[config.mk]
export PLATFORM = sky130hd
export DESIGN_NAME = mmes_ram
export DESIGN_NICKNAME = d
export VERILOG_FILES = /design/src/mmes_ram.sv
export SDC_FILE = /design/constraint.sdc
export NUM_CORES = 1
export LEC_CHECK = 0
export BUFFER_PORTS_ARGS = -buffer_cell sky130_fd_sc_hd__buf_2
export CORE_MARGIN = 2
export CORE_UTILIZATION = 50
export CTS_BUF_LIST = sky130_fd_sc_hd__clkbuf_16
export CTS_CLUSTER_DIAMETER = 30
export DETAILED_ROUTE_END_ITERATION = 10
export GPL_ROUTABILITY_DRIVEN = 0
export PLACE_DENSITY = 0.67
export REMOVE_ABC_BUFFERS = 1
export SYNTH_ARGS = -nofsm -noshare
export SYNTH_HDL_FRONTEND = slang
export SYNTH_SLANG_ARGS = --single-unit
[constraint.sdc]
create_clock -name clk_i -period 3.44 [get_ports clk_i]
set_clock_uncertainty 0.1 [all_clocks]
set_input_delay 0.516 -clock clk_i [delete_from_list [all_inputs] [get_ports clk_i]]
set_output_delay 0.516 -clock clk_i [all_outputs]
set_load 0.01 [all_outputs]
[src/mmes_ram.sv]
// ----------------------------------------------------------------------------
// mmes_ram: generic single-port synchronous RAM
// One write or one read per cycle, read data registered.
// ----------------------------------------------------------------------------
`default_nettype none
module mmes_ram #(
  parameter int unsigned Width = 8,
  parameter int unsigned Depth = 16
) (
  input  wire logic                     clk_i,
  input  wire logic                     we_i,
  input  wire logic [$clog2(Depth)-1:0] addr_i,
  input  wire logic [Width-1:0]         wdata_i,
  output logic      [Width-1:0]         rdata_o
);
  logic [Width-1:0] mem [Depth];

  // write or read one entry
  always_ff @(posedge clk_i) begin
    if (we_i) begin
      mem[addr_i] <= wdata_i;
    end
    rdata_o <= mem[addr_i];
  end
endmodule
`default_nettype wire

==> metrics.txt <==
Hold WS 0.3961 ns; core footprint 9819 sq um; CTS tree built; pwr/cell area 641.8 nW/um^2; Row Count 36; Ys Warns 0; # IOs 22; Critical Path RT 3.63 ns; RSZ-0062 raised after global routing false; commonest non-fill, non-tap cell in the layout edfxtp_1; Max Slew Vio Count 0; Slew @ Worst Pin 0.9122 ns; Final Setup Violations 0; Pleak 2.006 nW; startpoint types primary input; commonest cells after routing, fill and taps aside edfxtp_1, mux4_2, buf_2, buf_4, clkbuf_16; Final WS setup 1.360 ns; WL final approximately 9.5 mm; met3 GRT Util 5.178%; worst r2r dst rdata_o[1]; crit path from addr_i[0]; CTS Buf Count 17; clock sinks between 100 and 150; Detailed Route Iter0 Violations 163; Period minus WS final between 2 and 2.5 ns; H-tree depth 4; HPWL Detailed 5.879 mm; Final TNS setup 0 ns; Worst Path Max Fanout 25; Mean Syn Cell Area ~22 sq um; GR Overflow Total 0; Max Cap Viol 0; grt met1 use 25.01%; hold_buf cts 0; VDD IR max ~0.31 mV; antenna diode count 0; worst r2r src mem[10][1]; f_max 480.9 MHz; Worst-path clk slew 0.06 ns; DRC violations left 0; final core occ 61.33%; Reg2Reg Depth 3; largest net degree at the start of global routing 40; Crit path arrival time 2.27 ns; Pre-Repair DR Iteration Count 5; share of layout cells above drive strength 1 34.48%; Port Buf Inserts 21; most used routing layer in global routing met2; number of routed nets with antenna violations 0; Die H roughly 100 um; clock insertion delay at the later pin of the skew report 0.41 ns; Die ar. 10,960 sq um; Period Utilization, post-route a little over 60%; Area Growth Syn to Fin 18.84%; die span in x 104.7 um; antenna violations before repair 0; CP Class primary input to flip-flop; hold crit path type primary input to flip-flop; GRT Total Usage 18.78%; clk root buf clkbuf_16; post-DR wirelength/cell 22.51 um; Critical Path End Type flip-flop; status finished clean; Slew headroom roughly two fifths; end point of the critical path rdata_o[5]; first-pass GRT wire length approximately 15 mm; Mapped Area slightly above 5000 sq um; vias per cell 5.631; vias 2,382; setup slack, reg-to-reg 1.96 ns; register area share after synthesis 79.01%; Starting Density 51.61%; worst-case clock buffer depth 2; grt met2 use 29.51%; Fin. Hold Viols 0; postcts setup bufs 0; Mapped Cells 230; Final nets between 200 and 300; Tot Pwr 3.865 mW; Distinct cells, synth 18; number of global-route vias before repair 2,489; CTS resizes 0; Place WS between 0.8 and 0.9 ns; FF+latch count, synth ~140
-- stage by stage --
stage | std cells | cell area, sq um
CTS | 423 | 6022
global route | 423 | 6022
finish | 423 | 6022
detailed placement | 391 | 5414
floorplan | 219 | 5007
global placement | 391 | 5414
-- flip-flops by register name (all words and copies together) (netlist names) --
register	cells
rdata_o	8
mem	128
-- cell families (layout without fill, tap and decap cells) --
group	Yosys count	in the layout	synth area share (%)
AO/OA/AOI/OAI	16	16	2.370
buffers and inverters	11	71	1.185
flip-flops	136	136	79.01
AND/OR/NAND/NOR	35	35	3.210
multiplexers	32	32	14.22
-- final cells by class --
type                            instances  area [sq um]
Sequential cell                       136          4004
Fill cell                             721          3797
Multi-Input combinational cell         83          1003
Clock buffer                           17         425.4
Timing Repair Buffer                   39         240.2
Clock inverter                         15         182.7
Tap cell                              133         166.4
-- power breakdown --
| part | internal, mW | switching, mW | total, mW |
|---|---|---|---|
| registers | 1.85 | 0.0115 | 1.87 |
| clock network | 1.20 | 0.631 | 1.83 |
| logic | 0.0712 | 0.0984 | 0.170 |
| total | 3.12 | 0.741 | 3.87 |
-- worst min-delay path by stage --
stage	slack, ns	to	depth (start not counted)	start
after floorplan	0.51	mem[0][0]	0	wdata_i[0]
after global placement	0.56	rdata_o[2]	3	mem[4][2]
after detailed placement	0.56	rdata_o[2]	3	mem[7][2]
after CTS	0.38	mem[0][6]	1	wdata_i[6]
after global routing	0.40	mem[7][5]	1	wdata_i[5]
final	0.40	mem[1][6]	1	wdata_i[6]
-- layer usage --
layer	vias up	wire length [um]
met1	1214	3983
met4	0	118
met2	90	4750
met3	11	670
li1	1067	-
met5	-	0
-- critical path, cell delays in order --
cell and delay (ns):
buf_2 0.61, buf_4 0.34, mux4_2 0.52, a22oi_1 0.20, nand2_1 0.07
-- cells in the mapped netlist (all sizes together) --
cell / n / area share [%]
nand3: 1 / 0.099
edfxtp: 128 / 76
buf: 8 / 0.94
clkbuf: 3 / 0.25
dfxtp: 8 / 3.2
nor2b: 2 / 0.25
nor3: 4 / 0.40
or3b: 1 / 0.17
nand2b: 2 / 0.25
and2: 1 / 0.12
nand3b: 2 / 0.30
nor2: 13 / 0.96
mux4: 32 / 14
a22oi: 16 / 2.4
nand2: 9 / 0.67
Power figures use the tool's default switching activity.
