===== src/mmes_div.sv =====
// ----------------------------------------------------------------------------
// mmes_div: iterative unsigned divider
// Restoring division, one quotient bit per cycle.
// ----------------------------------------------------------------------------
`default_nettype none
module mmes_div (
  input  wire logic        clk_i,
  input  wire logic        rst_ni,
  input  wire logic        start_i,
  input  wire logic [35:0] num_i,
  input  wire logic [19:0] den_i,
  output logic             busy_o,
  output logic      [35:0] quot_o
);
  logic [5:0]  cnt_q, cnt_d;
  logic [35:0] quo_q, quo_d;
  logic [20:0] rem_q, rem_d;
  logic [19:0] den_q, den_d;
  logic [20:0] trial;

  assign busy_o = (cnt_q != 6'd0);
  assign quot_o = quo_q;
  assign trial  = {rem_q[19:0], quo_q[35]};

  // shift in one numerator bit, subtract where it fits
  always_comb begin
    cnt_d = cnt_q;
    quo_d = quo_q;
    rem_d = rem_q;
    den_d = den_q;
    if (start_i) begin
      cnt_d = 6'd36;
      quo_d = num_i;
      rem_d = '0;
      den_d = den_i;
    end else if (busy_o) begin
      cnt_d = cnt_q - 6'd1;
      if (trial >= {1'b0, den_q}) begin
        rem_d = trial - {1'b0, den_q};
        quo_d = {quo_q[34:0], 1'b1};
      end else begin
        rem_d = trial;
        quo_d = {quo_q[34:0], 1'b0};
      end
    end
  end

  always_ff @(posedge clk_i or negedge rst_ni) begin
    if (!rst_ni) begin
      cnt_q <= '0;
    end else begin
      cnt_q <= cnt_d;
    end
  end

  always_ff @(posedge clk_i) begin
    quo_q <= quo_d;
    rem_q <= rem_d;
    den_q <= den_d;
  end
endmodule
`default_nettype wire


===== config.mk =====
export PLATFORM = sky130hd
export DESIGN_NAME = mmes_div
export DESIGN_NICKNAME = d
export VERILOG_FILES = /design/src/mmes_div.sv
export SDC_FILE = /design/constraint.sdc
export NUM_CORES = 1
export LEC_CHECK = 0
export ABC_CLOCK_PERIOD_IN_PS = 2400
export BUFFER_PORTS_ARGS = -buffer_cell sky130_fd_sc_hd__buf_2
export CAP_MARGIN = 20
export CORE_ASPECT_RATIO = 1.5
export CORE_MARGIN = 4
export CORE_UTILIZATION = 50
export DETAILED_ROUTE_END_ITERATION = 7
export PLACE_DENSITY = 0.74
export SKIP_CTS_REPAIR_TIMING = 1
export SLEW_MARGIN = 20
export SYNTH_ARGS = -nofsm -noshare
export SYNTH_HDL_FRONTEND = slang
export SYNTH_SLANG_ARGS = --single-unit

===== constraint.sdc =====
create_clock -name clk_i -period 2.4 [get_ports clk_i]
set_input_delay 0.24 -clock clk_i [delete_from_list [all_inputs] [get_ports clk_i]]
set_output_delay 0.24 -clock clk_i [all_outputs]
set_load 0.005 [all_outputs]

==> results.sh <==
export IMPL_status="finished, violations left"
export IMPL_violations="setup timing"
export IMPL_seq_area_frac_synth=0.487
export IMPL_hold_class="input pin to flip-flop"
export IMPL_top_layer="met4"
export IMPL_dpl_hpwl_um=8220
export IMPL_synth_area_um2=4580
export IMPL_nFillCells=670
export IMPL_cts_tree="yes"
export IMPL_yosysUniqueCellTypes=66
export IMPL_fin_cells=666
export IMPL_leakagePower_nw=2.57
export IMPL_met1Wirelength_um=4440
export IMPL_drt_wl_total_um=11600
export IMPL_die_area_um2=10800
export IMPL_fmax_ghz=0.402
export IMPL_clock_latency_ns=0.35
export IMPL_post_place_ws_ns=-0.140
export IMPL_via_per_inst=5.74
export IMPL_drc_errors=0
export IMPL_initial_core_util=0.516
export IMPL_routedWlPerCell_um=17.4
export IMPL_syn_num_nets=492
export IMPL_postSynthCellCount=411
export IMPL_cts_buffer_depth=2
export IMPL_diodes=0
export IMPL_root_buffer="clkbuf_16"
export IMPL_yosysTopAreaCellShare=0.367
export IMPL_die_w_um=86.1
export IMPL_max_slew_margin_rel=0.678
export IMPL_drv_cap=0
export IMPL_worstMarginPinSlew_ns=0.481
export IMPL_vias=3824
export IMPL_core_area_um2=8880
export IMPL_worstHoldStart="den_i[1]"
export IMPL_first_pass_iters=4
export IMPL_clk_transition_reported_paths_ns=0.06
export IMPL_regArea_um2=2230
export IMPL_finalCritPeriodShare=1.04
export IMPL_async_reset_ff_frac=0.0732
export IMPL_grt_ovfl_total=0
export IMPL_synth_area_top_cells="edfxtp_1 37%, mux2_2 8.9%, dfxtp_1 8.7%"
export IMPL_grt_pass1_wl_um=18400
export IMPL_drive_above_1_share=0.441
export IMPL_layout_nets=632
export IMPL_dpl_cell_count=644
export IMPL_multi_input_area_um2=2340
export IMPL_syn_area_per_cell_um2=11.1
export IMPL_setup_viol=8
export IMPL_startpoint="den_q[0]"
export IMPL_worst_slack_ns=-0.0892
export IMPL_grt_setup_unrepaired="true"
export IMPL_grt_total_usage=0.213
export IMPL_hold_violations=0
export IMPL_port_buffers=95
export IMPL_peakVddDrop_mv=0.539
export IMPL_cp_max_fo=3
export IMPL_ios=96
export IMPL_end_kind="flip-flop"
export IMPL_crit_required_ns=2.64
export IMPL_yosys_area_top_type="edfxtp_1"
export IMPL_crit_path_start_kind="flip-flop"
export IMPL_postRouteAntennaNets=0
export IMPL_syn_to_final_growth_pct=31.7
export IMPL_grt_max_degree=49
export IMPL_cts_sinks=82
export IMPL_first_global_vias=3952
export IMPL_die_y_um=125
export IMPL_dr_wl_met3_um=729
export IMPL_synth_top_flop_cell="edfxtp_1"
export IMPL_h_tree_depth=3
export IMPL_cts_buffers=9
export IMPL_r2r_start="den_q[0]"
export IMPL_p_per_area_nw_per_um2=910
export IMPL_setup_tns_ns=-0.231
export IMPL_period_needed_ns=2.49
export IMPL_num_rows=42
export IMPL_synth_edf_count=56
export IMPL_hold_ws_ns=0.0660
export IMPL_synth_seq_cells=82
export IMPL_cp_arrival_ns=2.73
export IMPL_wl_met2_um=6220
export IMPL_detail_route_iter0_violations=223
export IMPL_yosys_warnings=0
export IMPL_antenna_found_initial=0
export IMPL_slew_viol_final=0
export IMPL_gp_congestion=0.946
export IMPL_fin_skew_ns=0.0135
export IMPL_path_class="flip-flop to flip-flop"
layout by cell type, fill, tap and decap left out, drive strengths merged, types with 4 or more instances in the layout:
cell type,count
a211o,4
a21o,4
a21oi,15
a311oi,11
a31oi,6
buf,145
clkbuf,9
clkinv,4
dfrtp,6
dfxtp,20
edfxtp,56
ha,21
inv,29
mux2,36
nand2,16
nand3,16
nand3b,8
nor2,33
nor2b,7
nor3,7
nor3b,7
o211ai,8
o21a,5
o21ai,26
or3,5
xnor2,9
xor2,5
critical path, stage by stage, from the launching register on:
cell	delay (ns)
edfxtp_1	0.41
ha_4	0.19
fa_2	0.40
nor2b_4	0.14
o31a_1	0.19
o2111ai_2	0.17
o31ai_4	0.34
xor2_1	0.17
o21ai_1	0.08
a311oi_1	0.30
power by group:
| group | internal, W | switching (W) |
|---|---|---|
| Sequential | 0.00176 | 0.000165 |
| Clock | 0.000814 | 0.000581 |
| Combinational | 0.00105 | 0.00112 |
| Total | 0.00363 | 0.00186 |
final timing paths:
path | slack, ns | end | cells past startpoint
worst max-delay path | -0.09 | rem_q[14] | 9
worst min-delay path | 0.07 | den_q[1] | 1
worst max register to register | -0.09 | rem_q[14] | 9
worst min register to register | 0.51 | rem_q[9] | 2
max in group asynchronous | 2.01 | cnt_q[1] | 2
min in group asynchronous | 0.25 | cnt_q[4] | 2
flip-flops by register name (all words and copies together), names as in the netlist:
name / flops
quot_o: 36
den_q: 20
rem_q: 20
cnt_q: 6
cells in the mapped netlist (2+ instances only):
| cell type | instances |
|---|---|
| a211o_1 | 3 |
| a211oi_1 | 3 |
| a21o_1 | 2 |
| a21o_2 | 2 |
| a21oi_1 | 13 |
| a21oi_2 | 2 |
| a311oi_1 | 11 |
| a31oi_1 | 6 |
| buf_1 | 5 |
| clkbuf_1 | 8 |
| dfrtp_1 | 6 |
| dfxtp_1 | 20 |
| edfxtp_1 | 56 |
| ha_1 | 21 |
| inv_1 | 27 |
| mux2_2 | 36 |
| nand2_1 | 15 |
| nand2b_1 | 3 |
| nand3_1 | 16 |
| nand3b_1 | 8 |
| nand4_1 | 2 |
| nor2_1 | 33 |
| nor2b_1 | 6 |
| nor3_1 | 5 |
| nor3_2 | 2 |
| nor3b_1 | 7 |
| o211ai_1 | 7 |
| o21a_1 | 4 |
| o21ai_0 | 20 |
| o21ai_1 | 6 |
| o221ai_1 | 3 |
| o22ai_1 | 2 |
| o31a_1 | 2 |
| or3_1 | 5 |
| xnor2_1 | 9 |
| xor2_1 | 5 |
metal layers:
metal / vias to the layer above / track usage
met5: - / 0
met4: 0 / 0.0923
li1: 1831 / -
met2: 131 / 0.368
met3: 16 / 0.0533
met1: 1846 / 0.244
cell type report:
class,count,share of cell area
Multi-Input combinational cell,284,0.388
Sequential cell,82,0.370
Timing Repair Buffer,146,0.152
Clock buffer,9,0.0373
Tap cell,110,0.0228
Inverter,28,0.0174
Clock inverter,7,0.0127
stage by stage:
step	power, W	cell area [µm²]	util
2_1_floorplan	0.00313	4580	-
3_3_place_gp	0.00384	5490	0.618
3_5_place_dp	0.00389	5490	0.618
4_1_cts	0.00529	5790	0.652
5_1_grt	0.00581	6030	0.679
6_report	0.00549	6030	0.679
cells by family after synthesis:
family | synth area share
xor+xnor | 0.0268
simple gates | 0.125
buf+inv | 0.0413
compound gates | 0.167
fa+ha+maj | 0.0617
flops | 0.487
mux | 0.0907
No activity file was read; power rests on OpenSTA's default activity.
